**src/hw/rtl/itoa_pkg.sv**
```systemverilog
`timescale 1ns / 1ps
// ----------------------------------------------------------------------------
// itoa_pkg
// Shared types, constants and the digit-to-character map of the integer to
// ASCII digit converter.
// ----------------------------------------------------------------------------
package itoa_pkg;

  localparam int VALUE_BITS_DEF  = 64;
  localparam int NUM_DIGITS      = 20;              // 20 decimal digits cover 64 bits
  localparam int DIG_BITS        = 4 * NUM_DIGITS;
  localparam int STEPS_PER_STAGE = 8;
  localparam int NDIG_W          = $clog2(NUM_DIGITS + 1);
  localparam int IDX_W           = $clog2(NUM_DIGITS);

  // input opcodes
  localparam logic [2:0] OP_SDEC = 3'd0;
  localparam logic [2:0] OP_UDEC = 3'd1;
  localparam logic [2:0] OP_HEXL = 3'd2;
  localparam logic [2:0] OP_HEXU = 3'd3;
  localparam logic [2:0] OP_PTR  = 3'd4;

  localparam logic [7:0] CH_MINUS = 8'h2d;
  localparam logic [7:0] CH_ZERO  = 8'h30;
  localparam logic [7:0] CH_X     = 8'h78;
  localparam logic [7:0] CH_LO_A  = 8'h61;
  localparam logic [7:0] CH_UP_A  = 8'h41;

  typedef enum logic [1:0] {
    FMT_DEC,
    FMT_HEX_LO,
    FMT_HEX_UP,
    FMT_PTR
  } fmt_t;

  typedef struct packed {
    logic neg;
    fmt_t fmt;
  } ctrl_t;

  function automatic logic [7:0] digit_char(input logic [3:0] d, input logic upper);
    logic [7:0] base;
    base = upper ? CH_UP_A : CH_LO_A;
    if (d < 4'd10) begin
      digit_char = CH_ZERO + {4'd0, d};
    end else begin
      digit_char = base + {4'd0, d} - 8'd10;
    end
  endfunction

endpackage

```
**src/hw/rtl/itoa_dabble_stage.sv**
```systemverilog
`timescale 1ns / 1ps
// ----------------------------------------------------------------------------
// itoa_dabble_stage
// One register stage of the shift-and-add-3 converter. Hex items shift
// without the add, which leaves the plain nibbles in the digit field.
// ----------------------------------------------------------------------------
module itoa_dabble_stage #(
  parameter int VALUE_BITS = itoa_pkg::VALUE_BITS_DEF,
  parameter int STEPS      = itoa_pkg::STEPS_PER_STAGE
) (
  input  logic                          clk,
  input  logic                          rst_n,
  input  logic                          in_valid,
  output logic                          in_ready,
  input  itoa_pkg::ctrl_t               in_ctrl,
  input  logic [itoa_pkg::DIG_BITS-1:0] in_bcd,
  input  logic [VALUE_BITS-1:0]         in_bin,
  output logic                          out_valid,
  input  logic                          out_ready,
  output itoa_pkg::ctrl_t               out_ctrl,
  output logic [itoa_pkg::DIG_BITS-1:0] out_bcd,
  output logic [VALUE_BITS-1:0]         out_bin
);
  import itoa_pkg::*;

  logic                           valid_r;
  ctrl_t                          ctrl_r;
  logic [DIG_BITS+VALUE_BITS-1:0] acc_r;
  logic [DIG_BITS+VALUE_BITS-1:0] acc_nxt;

  always_comb begin
    acc_nxt = {in_bcd, in_bin};
    for (int s = 0; s < STEPS; s++) begin
      if (in_ctrl.fmt == FMT_DEC) begin
        for (int d = 0; d < NUM_DIGITS; d++) begin
          if (acc_nxt[VALUE_BITS+4*d +: 4] >= 4'd5) begin
            acc_nxt[VALUE_BITS+4*d +: 4] = acc_nxt[VALUE_BITS+4*d +: 4] + 4'd3;
          end
        end
      end
      acc_nxt = acc_nxt << 1;
    end
  end

  assign in_ready  = !valid_r || out_ready;
  assign out_valid = valid_r;
  assign out_ctrl  = ctrl_r;
  assign out_bcd   = acc_r[DIG_BITS+VALUE_BITS-1:VALUE_BITS];
  assign out_bin   = acc_r[VALUE_BITS-1:0];

  always_ff @(posedge clk) begin
    if (!rst_n) begin
      valid_r <= 1'b0;
    end else if (in_ready) begin
      valid_r <= in_valid;
    end
  end

  always_ff @(posedge clk) begin
    if (in_valid && in_ready) begin
      ctrl_r <= in_ctrl;
      acc_r  <= acc_nxt;
    end
  end

endmodule

```
**config.mk**
```make
export PLATFORM = sky130hd
export DESIGN_NAME = itoa_dabble_stage
export DESIGN_NICKNAME = d
export VERILOG_FILES = /design/src/hw/rtl/itoa_pkg.sv /design/src/hw/rtl/itoa_dabble_stage.sv
export SDC_FILE = /design/constraint.sdc
export NUM_CORES = 1
export LEC_CHECK = 0
export ABC_AREA = 1
export BUFFER_PORTS_ARGS = -buffer_cell sky130_fd_sc_hd__buf_2
export CORE_MARGIN = 8
export CORE_UTILIZATION = 55
export CTS_CLUSTER_DIAMETER = 200
export CTS_CLUSTER_SIZE = 30
export DETAILED_ROUTE_END_ITERATION = 6
export PLACE_DENSITY = 0.79
export SETUP_SLACK_MARGIN = 0.02
export SLEW_MARGIN = 20
export SYNTH_ARGS = -nofsm -noshare
export SYNTH_HDL_FRONTEND = slang
export SYNTH_SLANG_ARGS = --single-unit
```
**constraint.sdc**
```tcl
create_clock -name clk -period 7.5 [get_ports clk]
set_input_delay 0.375 -clock clk [delete_from_list [all_inputs] [get_ports clk]]
set_output_delay 0.375 -clock clk [all_outputs]
set_load 0.05 [all_outputs]
```
==> run metrics <==
status=finished, final reports clean; total track usage=23.5%; async set-reset flop share out of synthesis=0%; Worst R2R Setup Slack=4970 ps; Detail Placement HPWL=55.2 mm; clk_lat worst skew=460 ps; io pins=300; Pwr per Cell Area=177 nW/um2; final wirelength=between 60 and 70 mm; Worst path slowest cell=buf_4; starting density of the core=55.8%; DP Worst Slack=632 ps; sequential area share after synthesis=16.1%; commonest cells after routing, fill and taps aside=nand2_1, inv_1, nand3_1; wire per inst=13.3 um; Synth Flop Type=edfxtp_1; final hold vios=0; worst vdd ir=around 0.22 mV; Mapped Area=26000 um2; syn_area_per_cell=around 6.3 um2; top cells by area, synth=nand2_1, edfxtp_1, nand3_1, inv_1, ha_1; initial antenna violation count=11; Slew headroom=34.5%; leakage power=15.3 nW; clk_skew=28.1 ps; # hold bufs at CTS=0; PortBufs=291; Tcrit/Tclk final=86.4%; Nets=4702; area leader, netlist=nand2_1; post-synth top area share=18.0%; DRT iter0 DRCs=1898; hold depth=1; Worst EP required=7670 ps; root buf cell=clkbuf_16; final setup fails=0; count of cell types in the netlist=67; Worst setup SP type=input port; Synth Warn #=0; Die ar.=54500 um2; CP max stage delay=between 300 and 400 ps; max_cap viols=0; Congestion Overflow GR=0; fin crit period=between 6000 and 7000 ps; fill count=4505; Syn-to-layout area delta=7.39%; mean number of vias per cell=5.20; crit end category=flop; Post-DRT Antenna Nets=0; CP arrival=6650 ps; clock net sink count=140; Post-synth EDFFs=139; drt drc=0; Placer Congestion=0.894; Storage cell area=4190 um2; Die X=233 um; Synth Instances=4132; WHS Endpoint=acc_r[8]; CP most frequent cell=nand2_1; worst-path fanout max=32; FF+latch count, synth=140; reg2reg end=acc_r[24]; pin count of the biggest net entering global routing=79; RSZ-0062 raised after global routing=false; multi-input logic area=around 18000 um2; Vias=about 26000; setup ws final=1020 ps; Hold Startpoint=in_bin[0]; CTS Buf Count=17; Die H=233 um; Hold Path Class=input port to flop; Post-CTS Resized=0; Core ar.=46600 um2; Worst Tran Pin Value=983 ps; Crit Path Category=input port to flop; Final Max Slew Viols=0; proportion of layout cells with a drive suffix above 1=between 20% and 30%; CTS H-tree lvls=4; worst r2r path cells=3; drt pass-1 iters=6; CTS tree=yes; Max Freq=154 MHz; Setup TNS=0 ps; first-pass GRT wire length=between 100 and 150 mm; clock slew at reported path FFs=70 ps; commonest non-fill, non-tap cell in the layout=nand2_1; r2r startpoint=out_valid; Post CTS Setup Buffer Count=0; vias in the first global route=21900; cell row count=79; Longest Clk Path Bufs=2
==> worst max-delay path, delay by kind of cell <==
| family | cells | cell delay (ps) |
|---|---|---|
| adder cells (fa/ha/maj) | 7 | 1320 |
| XOR/XNOR | 1 | 180 |
| buffers and inverters | 12 | 1250 |
| AO/OA/AOI/OAI | 2 | 310 |
| AND/OR/NAND/NOR | 36 | 3170 |
==> registers in the layout (all words and copies together) (netlist names) <==
signal	count
out_valid	1
acc_r	136
out_ctrl	3
==> area by class of cell <==
| class | count | area share [%] |
|---|---|---|
| clock buffers | 17 | 1.52 |
| well taps | 607 | 2.72 |
| inverters | 703 | 9.49 |
| flip-flops and latches | 140 | 15.0 |
| repair buffers | 320 | 6.18 |
| multi-input cells | 3195 | 64.5 |
| clock inverters | 15 | 0.551 |
| diodes | 5 | 0.0448 |
==> how the worst max path moves through the flow <==
stage,slack (ps),from,endpoint,cells after the start
after CTS,1100,in_ctrl[1],acc_r[129],57
after global routing,300,in_bcd[24],acc_r[93],61
final,1020,in_ctrl[1],acc_r[129],58
after detailed placement,630,in_ctrl[1],acc_r[130],58
after floorplan,1480,in_ctrl[1],acc_r[141],56
after global placement,760,in_ctrl[1],acc_r[78],60
==> per-stage QoR <==
| stage | utilization [%] | instances | instance area [um2] | hold WS, ps | total power, mW |
|---|---|---|---|---|---|
| floorplan | - | 4139 | 26000 | 474 | 3.53 |
| global placement | 58.7 | 4965 | 27300 | 537 | 4.04 |
| detailed placement | 58.7 | 4965 | 27300 | 550 | 4.09 |
| CTS | 59.9 | 4997 | 27900 | 84.6 | 4.96 |
| global route | 59.9 | 5000 | 27900 | 88.8 | 5.41 |
| finish | 60.0 | 5002 | 27900 | 111 | 4.95 |
==> cell families after synthesis <==
logic type               after synthesis  synth area share, %
AND/OR/NAND/NOR                     2589                 48.8
buffers and inverters                804                 14.8
AO/OA/AOI/OAI                        356                 8.96
adder cells (fa/ha/maj)              174                 8.38
flip-flops                           140                 16.1
XOR/XNOR                              68                 2.88
other                                  1               0.0144
==> cell usage after synthesis, types with 10 or more instances <==
cell	number
a31o_2	12
o21ai_2	37
a21oi_2	16
nand3_2	110
xor2_1	39
nand2_4	26
nand2_2	238
clkbuf_8	55
nor3_1	17
buf_4	19
and2_4	12
nor2_1	182
xnor2_1	10
inv_2	70
nand2_1	1248
ha_1	174
o211ai_1	15
a21oi_1	64
nand4_1	104
nand3b_1	38
inv_1	624
a31oi_1	14
xor2_2	16
nor2_2	26
nand3_1	547
o21bai_1	13
o21ai_1	50
edfxtp_1	139
o21ai_0	89
==> where the power goes <==
part | internal, mW | switching (mW)
Combinational | 0.978 | 2.12
Clock | 0.469 | 0.377
Sequential | 0.977 | 0.0279
==> layer usage <==
layer / vias up / global-route usage [%] / routed length, um / part of all wire (%)
met5: - / 0 / 55 / 0.083
met1: 11400 / 36.2 / 33500 / 51
met2: 704 / 34.1 / 26200 / 40
li1: 13800 / - / - / -
met3: 32 / 4.59 / 6110 / 9.2
met4: 10 / 2.66 / 362 / 0.55
Power figures use the tool's default switching activity.
