==> src/hw/rtl/itoa_pkg.sv <==
`timescale 1ns / 1ps
// ----------------------------------------------------------------------------
// itoa_pkg
// Shared types, constants and the digit-to-character map of the integer to
// ASCII digit converter.
// ----------------------------------------------------------------------------
package itoa_pkg;

  localparam int VALUE_BITS_DEF  = 64;
  localparam int NUM_DIGITS      = 20;              // 20 decimal digits cover 64 bits
  localparam int DIG_BITS        = 4 * NUM_DIGITS;
  localparam int STEPS_PER_STAGE = 8;
  localparam int NDIG_W          = $clog2(NUM_DIGITS + 1);
  localparam int IDX_W           = $clog2(NUM_DIGITS);

  // input opcodes
  localparam logic [2:0] OP_SDEC = 3'd0;
  localparam logic [2:0] OP_UDEC = 3'd1;
  localparam logic [2:0] OP_HEXL = 3'd2;
  localparam logic [2:0] OP_HEXU = 3'd3;
  localparam logic [2:0] OP_PTR  = 3'd4;

  localparam logic [7:0] CH_MINUS = 8'h2d;
  localparam logic [7:0] CH_ZERO  = 8'h30;
  localparam logic [7:0] CH_X     = 8'h78;
  localparam logic [7:0] CH_LO_A  = 8'h61;
  localparam logic [7:0] CH_UP_A  = 8'h41;

  typedef enum logic [1:0] {
    FMT_DEC,
    FMT_HEX_LO,
    FMT_HEX_UP,
    FMT_PTR
  } fmt_t;

  typedef struct packed {
    logic neg;
    fmt_t fmt;
  } ctrl_t;

  function automatic logic [7:0] digit_char(input logic [3:0] d, input logic upper);
    logic [7:0] base;
    base = upper ? CH_UP_A : CH_LO_A;
    if (d < 4'd10) begin
      digit_char = CH_ZERO + {4'd0, d};
    end else begin
      digit_char = base + {4'd0, d} - 8'd10;
    end
  endfunction

endpackage

==> src/hw/rtl/itoa_serializer.sv <==
`timescale 1ns / 1ps
// ----------------------------------------------------------------------------
// itoa_serializer
// Holds one converted item and emits its characters, prefix first, one per
// cycle while the receiver takes them, through a registered output.
// ----------------------------------------------------------------------------
module itoa_serializer (
  input  logic                          clk,
  input  logic                          rst_n,
  input  logic                          in_valid,
  output logic                          in_ready,
  input  itoa_pkg::ctrl_t               in_ctrl,
  input  logic [itoa_pkg::DIG_BITS-1:0] in_digits,
  input  logic [itoa_pkg::NDIG_W-1:0]   in_ndig,
  output logic                          out_valid,
  input  logic                          out_ready,
  output logic [7:0]                    out_char_code,
  output logic                          out_last
);
  import itoa_pkg::*;

  logic                busy_r;
  ctrl_t               ctrl_r;
  logic [DIG_BITS-1:0] dig_r;
  logic [NDIG_W-1:0]   ndig_r;
  logic [NDIG_W-1:0]   pos_r;
  logic                out_valid_r;
  logic [7:0]          char_r;
  logic                last_r;

  logic [1:0]        plen;
  logic [NDIG_W-1:0] total;
  logic [NDIG_W-1:0] idx_full;
  logic [3:0]        digit;
  logic [7:0]        cur_char;
  logic              is_last;
  logic              emit;

  always_comb begin
    if (ctrl_r.fmt == FMT_PTR) begin
      plen = 2'd2;
    end else if (ctrl_r.neg) begin
      plen = 2'd1;
    end else begin
      plen = 2'd0;
    end
    total    = ndig_r + NDIG_W'(plen);
    // digits go out most significant first
    idx_full = ndig_r - NDIG_W'(1) - (pos_r - NDIG_W'(plen));
    digit    = dig_r[4*idx_full[IDX_W-1:0] +: 4];
    if (pos_r < NDIG_W'(plen)) begin
      if (ctrl_r.fmt == FMT_PTR) begin
        cur_char = (pos_r == '0) ? CH_ZERO : CH_X;
      end else begin
        cur_char = CH_MINUS;
      end
    end else begin
      cur_char = digit_char(digit, ctrl_r.fmt == FMT_HEX_UP);
    end
    is_last = (pos_r == total - NDIG_W'(1));
  end

  assign emit     = busy_r && (!out_valid_r || out_ready);
  assign in_ready = !busy_r || (emit && is_last);

  assign out_valid     = out_valid_r;
  assign out_char_code = char_r;
  assign out_last      = last_r;

  always_ff @(posedge clk) begin
    if (!rst_n) begin
      busy_r      <= 1'b0;
      out_valid_r <= 1'b0;
      pos_r       <= '0;
    end else begin
      if (emit) begin
        out_valid_r <= 1'b1;
      end else if (out_ready) begin
        out_valid_r <= 1'b0;
      end
      if (in_valid && in_ready) begin
        busy_r <= 1'b1;
        pos_r  <= '0;
      end else if (emit) begin
        pos_r <= pos_r + NDIG_W'(1);
        if (is_last) begin
          busy_r <= 1'b0;
        end
      end
    end
  end

  always_ff @(posedge clk) begin
    if (emit) begin
      char_r <= cur_char;
      last_r <= is_last;
    end
    if (in_valid && in_ready) begin
      ctrl_r <= in_ctrl;
      dig_r  <= in_digits;
      ndig_r <= in_ndig;
    end
  end

`ifndef ASSERT_OFF
  a_pos_in_item: assert property (@(posedge clk) disable iff (!rst_n)
    busy_r |-> (pos_r < total))
    else $error("character position ran past the end of the item");

  a_load_at_end: assert property (@(posedge clk) disable iff (!rst_n)
    (in_valid && in_ready && busy_r) |-> (emit && is_last))
    else $error("new item loaded over one still being emitted");

  a_ndig_nonzero: assert property (@(posedge clk) disable iff (!rst_n)
    busy_r |-> (ndig_r != '0))
    else $error("item held with no digits");
`endif

endmodule

==> config.mk <==
export PLATFORM = sky130hd
export DESIGN_NAME = itoa_serializer
export DESIGN_NICKNAME = d
export VERILOG_FILES = /design/src/hw/rtl/itoa_pkg.sv /design/src/hw/rtl/itoa_serializer.sv
export SDC_FILE = /design/constraint.sdc
export NUM_CORES = 1
export LEC_CHECK = 0
export ABC_AREA = 1
export BUFFER_PORTS_ARGS = -buffer_cell sky130_fd_sc_hd__buf_4
export CAP_MARGIN = 20
export CORE_UTILIZATION = 59
export CTS_CLUSTER_DIAMETER = 150
export CTS_CLUSTER_SIZE = 30
export DETAILED_ROUTE_END_ITERATION = 10
export MAX_ROUTING_LAYER = met4
export PLACE_DENSITY = 0.83
export SYNTH_ARGS = -nofsm -noshare
export SYNTH_HDL_FRONTEND = slang
export SYNTH_SLANG_ARGS = --single-unit
export TNS_END_PERCENT = 50
==> constraint.sdc <==
create_clock -name clk -period 9.85 [get_ports clk]
set_clock_uncertainty 0.1 [all_clocks]
set_input_delay 1.4775 -clock clk [delete_from_list [all_inputs] [get_ports clk]]
set_output_delay 1.4775 -clock clk [all_outputs]
set_load 0.02 [all_outputs]
==> out/qor.txt, run 1 <==
Fin. max-slew vios = 0
Crit-path max cell delay = 0.50 ns
Final setup violation count = 0
Proportion of layout cells with a drive suffix above 1 = 0.238
Post-synthesis instance total = 454
Logic depth of the worst register-to-register path = 13
Library cell contributing the largest single delay on the critical path = fa_1
Die height = 92.1 um
Setup Fix Bufs, Post-CTS = 0
Post-CTS resize count = 0
Nets in the synthesized netlist = 564
Number of non-filler instances in the completed layout = 662
Number of nets at the end of the flow = 665
Leading cell type in the layout, fill and taps excluded = nand2_1
Share of the synthesized area in the top cell type = 0.602
Minimum period implied by the final worst setup slack = 4.74 ns
All-layer global routing usage = 0.252
Required time of the critical path = 8.27 ns
Part of the total power dissipated in combinational logic = 0.255
Worst Max-Slew Pin Slew = 0.763 ns
DRC violation total after the first TritonRoute iteration = 287
Final antenna diode count = 0
Layout fillers = 527
Crit Path Max Fanout = 41
Capturing instance or port of the critical path = in_ready
Endpoint class of the critical path = output pin
Internal power contribution = 0.000713 W
Highest Clock Rate = 211 MHz
Final wirelength = 9.68 mm
Cell types with the largest area share after synthesis = edfxtp_1 (60%), nand2_1 (9.7%), nand3_1 (5.4%)
Depth of the CTS H-tree = 3
M2 GR Usage = 0.426
TritonCTS clock tree = done
Wire length of the first global-routing pass = 15.7 mm
Yosys warning total = 0
Starting Density = 0.614
Worst path cell trace = nand2_1 -> nand2_1 -> fa_1 -> buf_4 -> inv_4 -> a21oi_2 -> o21ai_1 -> nor3_2 -> nand3_1 -> o21ai_2 -> buf_4
Number of clock buffers inserted by TritonCTS = 9
Met3 capacity usage during global routing = 0.0597
Clock latency reported for the late side of the worst-skew pair = 0.38 ns
Clock slew at reported path FFs = 0.10 ns
Crit path DAT = 3.17 ns
Area added between synthesis and finish = 20.8%
Average size of a mapped cell = 10.6 um2
Number of optimization iterations in the first detailed-route pass = 5
Number of flip-flops and latches in the synthesized netlist = 103
TNS Setup = 0 ns
Most frequent cells in the layout = nand2_1 (124), buf_4 (103), edfxtp_1 (96)
Post-route antenna net violation count = 0
IO Port Bufs = 101
Unrepaired setup endpoints after global routing = false
Die area = 8480 um2
Largest voltage drop on the vdd net = 117 uV
Vias in the first global route = 3466
Share of total power consumed by net switching = 0.322
Max-capacitance violation count = 0
# IOs = 103
Register area share after synthesis = 0.631
M1 GR Usage = 0.295
Total standard cell area after synthesis = 4790 um2
Final Hold Violating Endpoints = 0
Outcome = completed
Detail-routed net length per standard cell = 14.6 um
Slack of the worst reg-to-reg path = 5.57 ns
Number of standard-cell rows in the floorplan = 32
DP Worst Slack = 5.51 ns
Clock network fraction of total power = 0.245
Psw = 0.000338 W
Number of buffers inserted for hold repair after clock tree synthesis = 0
Setup crit start = ctrl_r[0]
Bufs on Longest Clock Path = 2
Sequential cell fraction of total power = 0.500
Power density of the placed cells = 182 nW/um2
Total via count after detailed routing = 3539
End of the worst register-to-register path = ctrl_r[2]
Via density per instance = 5.35
Startpoint type of the worst setup path = flip-flop
Core area = 7810 um2
Final worst-path setup slack = 5.11 ns
Cell count after placement = 646
Number of library cell types mapped by synthesis = 31
Detailed placer's ending HPWL = 7.01 mm
Maximum number of pins on one net before global-route repair = 64
Cell taking the most area after synthesis = edfxtp_1
Total clock sinks = 103
Antenna violations before repair = 0
Class of the most critical setup path = flip-flop to output pin
Clock tree root buffer cell = clkbuf_8
Static power due to leakage = 2.53 nW
Worst slew margin relative to its limit = 0.491
Die width = 92.1 um
Most crowded layer after global routing = met2
Worst reg2reg startpoint = ctrl_r[0]
Post-route clock period utilization = 0.482
Type of the worst min-delay path = flip-flop to flip-flop
Number of design rule violations left after detail routing = 0
Post-route worst hold slack = 0.414 ns
Gp weighted congestion = 0.834
Total congestion overflow = 0
-- how the worst min path moves through the flow --
stage / from / endpoint / cells past startpoint
finish: out_valid / out_valid / 2
CTS: out_valid / out_valid / 2
global placement: out_valid / out_valid / 2
global route: out_valid / out_valid / 2
detailed placement: out_valid / out_valid / 2
floorplan: ctrl_r[0] / out_char_code[5] / 2
-- cell families (layout without fill, tap and decap cells) --
kind of cell / count (synthesis) / count (layout) / share of synthesized area
fa+ha+maj: 18 / 18 / 0.0533
simple gates: 233 / 233 / 0.211
xor+xnor: 7 / 7 / 0.0128
compound gates: 27 / 27 / 0.0303
flops: 103 / 103 / 0.631
buf+inv: 65 / 171 / 0.0609
other cells: 1 / 1 / 0.000783
-- final cells by class --
class                           count  area (um2)  share of cell area
Timing Repair Buffer              103         773               0.134
Clock buffer                       10         128              0.0221
Clock inverter                      6        60.1              0.0104
Inverter                           52         199              0.0344
Multi-Input combinational cell    286        1480               0.255
Sequential cell                   103        3020               0.522
Tap cell                          102         128              0.0221
-- per-layer routing --
metal,vias to the layer above,routed length (um)
li1,1725,-
met1,1640,3850
met2,152,5080
met3,22,563
met4,0,187
met5,-,0
-- power by group through the flow --
stage	Clock, W	Combinational [W]	Sequential, W
floorplan	0	0.000185	0.000540
global placement	0	0.000254	0.000534
detailed placement	0	0.000265	0.000536
CTS	0.000258	0.000266	0.000526
global route	0.000275	0.000302	0.000528
finish	0.000257	0.000268	0.000526
-- synthesized netlist by cell type (all sizes together) --
| cell | number |
|---|---|
| edfxtp | 96 |
| buf | 13 |
| conb | 1 |
| nand3b | 1 |
| nand2 | 130 |
| ha | 14 |
| nor4 | 1 |
| nand4 | 9 |
| o21ai | 18 |
| xor2 | 7 |
| a21oi | 7 |
| o22ai | 2 |
| fa | 4 |
| dfxtp | 7 |
| nand3 | 53 |
| inv | 52 |
| nor3 | 1 |
| and3 | 1 |
| or2 | 1 |
| nor2 | 36 |
-- worst max-delay path, delay by kind of cell, from the launching register on --
family / cells / cell delay [ns]
buf+inv: 3 / 0.81
simple gates: 4 / 0.61
fa+ha+maj: 1 / 0.50
compound gates: 3 / 0.45
flops: 1 / 0.40
-- registers in the layout, indices dropped and copies added, names as in the netlist --
| signal | flops |
|---|---|
| busy_r | 1 |
| ctrl_r | 3 |
| dig_r | 80 |
| ndig_r | 5 |
| out_char_code | 7 |
| out_last | 1 |
| out_valid | 1 |
| pos_r | 5 |
-- stage by stage --
stage                     instance area, um2   util  power [W]
after CTS                               5790  0.741    0.00105
after detailed placement                5600  0.717   0.000801
after floorplan                         4790      -   0.000725
after global routing                    5790  0.741    0.00111
final                                   5790  0.741    0.00105
after global placement                  5600  0.717   0.000789
(Power assumes the default switching activity.)
==> run 2, diff against run 1 <==
--- a/config.mk
+++ b/config.mk
@@ -5,15 +5,15 @@
 export SDC_FILE = /design/constraint.sdc
 export NUM_CORES = 1
 export LEC_CHECK = 0
-export ABC_AREA = 1
+export ABC_AREA = 0
 export BUFFER_PORTS_ARGS = -buffer_cell sky130_fd_sc_hd__buf_4
 export CAP_MARGIN = 20
-export CORE_UTILIZATION = 59
+export CORE_UTILIZATION = 48
 export CTS_CLUSTER_DIAMETER = 150
 export CTS_CLUSTER_SIZE = 30
 export DETAILED_ROUTE_END_ITERATION = 10
 export MAX_ROUTING_LAYER = met4
-export PLACE_DENSITY = 0.83
+export PLACE_DENSITY = 0.73
 export SYNTH_ARGS = -nofsm -noshare
 export SYNTH_HDL_FRONTEND = slang
 export SYNTH_SLANG_ARGS = --single-unit
==> constraint.sdc (replaced) <==
create_clock -name clk -period 4.1 [get_ports clk]
set_clock_uncertainty 0.1 [all_clocks]
set_input_delay 0.615 -clock clk [delete_from_list [all_inputs] [get_ports clk]]
set_output_delay 0.615 -clock clk [all_outputs]
set_load 0.02 [all_outputs]
==> out/qor.txt, run 2 <==
Bufs on Longest Clock Path = 2
Number of clock buffers inserted by TritonCTS = 9
Endpoint class of the critical path = flip-flop
FFs w/ async S/R, synth = 0
Share of the synthesized area in the top cell type = 0.642
Area after detailed placement = 5400 um2
Detail-routed net length per standard cell = 16.4 um
Startpoint type of the worst setup path = flip-flop
Core area = 8890 um2
Clock tree root buffer cell = clkbuf_8
Worst slew margin relative to its limit = 0.559
Number of buffers inserted for hold repair after clock tree synthesis = 0
Crit path DAT = 4.01 ns
Number of flip-flops and latches in the synthesized netlist = 103
# IOs = 103
Worst path cell trace = nand2_2 -> inv_1 -> fa_1 -> ha_1 -> fa_2 -> buf_6 -> mux4_2 -> nand3_1 -> nand4_1 -> mux2i_2 -> ha_1 -> nand2_1 -> or3_1 -> a31oi_1
Number of design rule violations left after detail routing = 0
Starting Density = 0.505
Worst Max-Slew Pin Slew = 0.654 ns
TritonCTS clock tree = done
Max-capacitance violation count = 0
Number of optimization iterations in the first detailed-route pass = 4
IO Port Bufs = 101
All-layer global routing usage = 0.181
CP dominant cell by count = ha_1
Post-CTS resize count = 0
Register area share after synthesis = 0.674
Highest Clock Rate = 256 MHz
Yosys warning total = 0
Largest voltage drop on the vdd net = 246 uV
Detailed placer's ending HPWL = 5.99 mm
Antenna violations before repair = 0
Wire length of the first global-routing pass = 12.6 mm
Maximum number of pins on one net before global-route repair = 68
Storage cell area = 3020 um2
Fin. max-slew vios = 0
Die height = 98.7 um
Top register by number of flip-flops = dig_r
Clock latency reported for the late side of the worst-skew pair = 0.37 ns
Post-route clock period utilization = 0.954
Setup Fix Bufs, Post-CTS = 0
Vias in the first global route = 2587
Logic depth of the worst register-to-register path = 14
Die width = 98.7 um
Buffers & Inverters on Critical Path = 2
Post-route antenna net violation count = 0
Total standard cell area after synthesis = 4490 um2
Required time of the critical path = 4.20 ns
Library cell contributing the largest single delay on the critical path = fa_2
Cell taking the most area after synthesis = edfxtp_1
Gp weighted congestion = 0.853
Final setup violation count = 0
Combined area of the multi-input logic cells = 1350 um2
Number of library cell types mapped by synthesis = 46
Minimum period implied by the final worst setup slack = 3.91 ns
Path length in cells of the critical path = 14
Static power due to leakage = 2.16 nW
Most frequently used flop master after synthesis = edfxtp_1
Area added between synthesis and finish = 24.8%
Total congestion overflow = 0
Final Hold Violating Endpoints = 0
Most frequent cells in the layout = buf_4 (108), edfxtp_1 (96), mux4_2 (21)
Post-route worst hold slack = 0.307 ns
Via density per instance = 5.22
Crit-path max cell delay = 0.58 ns
Cell count after placement = 468
Number of non-filler instances in the completed layout = 484
Type of the worst min-delay path = input pin to flip-flop
Power density of the placed cells = 446 nW/um2
TNS Setup = 0 ns
Number of standard-cell rows in the floorplan = 34
Depth of the CTS H-tree = 3
Layout fillers = 644
Flip-flop count of the largest register, all copies and words added = 80
Critical path's top delay family = adder cells
Total clock sinks = 103
Post-synthesis instance total = 258
Worst hold path cell count = 1
Pwr Total = 0.00250 W
Number of synthesized flops with an enable pin = 96
Average size of a mapped cell = 17.4 um2
Crit Path Max Fanout = 11
DRC violation total after the first TritonRoute iteration = 94
Cell types with the largest area share after synthesis = edfxtp_1 (64%), mux4_2 (11%), ha_1 (3.9%)
Outcome = completed
Leading cell type in the layout, fill and taps excluded = buf_4
Synth cell count leaders = edfxtp_1 (96), mux4_2 (21), inv_1 (18)
Clock slew at reported path FFs = 0.11 ns
Most numerous cell in the Yosys netlist = edfxtp_1
Final wirelength = 7.93 mm
Total via count after detailed routing = 2526
Proportion of layout cells with a drive suffix above 1 = 0.418
Non-Filler Cell Area, Final = 5600 um2
Number of nets at the end of the flow = 481
Final antenna diode count = 0
Class of the most critical setup path = flip-flop to flip-flop
Nets in the synthesized netlist = 368
Die area = 9740 um2
run 2: cell type report:
type	instances	share of cell area
Tap cell	108	0.0241
Timing Repair Buffer	110	0.150
Clock inverter	7	0.0112
Inverter	18	0.0121
Clock buffer	9	0.0221
Multi-Input combinational cell	129	0.240
Sequential cell	103	0.540
run 2: worst paths after layout:
kind                           end          start  slack, ns
setup / recovery  out_char_code[2]      ctrl_r[0]       0.19
hold / removal           dig_r[60]  in_digits[60]       0.31
setup reg to reg  out_char_code[2]      ctrl_r[0]       0.19
hold reg to reg          out_valid         busy_r       0.40
run 2: logic make-up after synthesis:
kind of cell | synth area share
DFF | 0.674
and+or+nand+nor | 0.0496
muxes | 0.121
buffers and inverters | 0.0298
AOI/OAI and AO/OA | 0.0371
adders and majority gates | 0.0569
xor gates and xnor gates | 0.0310
other | 0.000836
run 2: report_power, final:
| part | total (W) | internal, W | switching [W] |
|---|---|---|---|
| sequential | 0.00126 | 0.00124 | 0.0000205 |
| clock | 0.000608 | 0.000236 | 0.000372 |
| combinational | 0.000631 | 0.000329 | 0.000302 |
run 2: routing by layer:
metal | track usage | part of all wire | wire length, um
met3 | 0.0504 | 0.055 | 435
met1 | 0.226 | 0.43 | 3440
met4 | 0.0586 | 0.014 | 109
met2 | 0.288 | 0.50 | 3940
met5 | - | 0 | 0
run 2: through the flow:
| step | util | worst slack (ns) |
|---|---|---|
| floorplan | - | 0.172 |
| global placement | 0.608 | 0.233 |
| detailed placement | 0.608 | 0.120 |
| CTS | 0.628 | 0.0880 |
| global route | 0.630 | -0.00690 |
| finish | 0.630 | 0.190 |
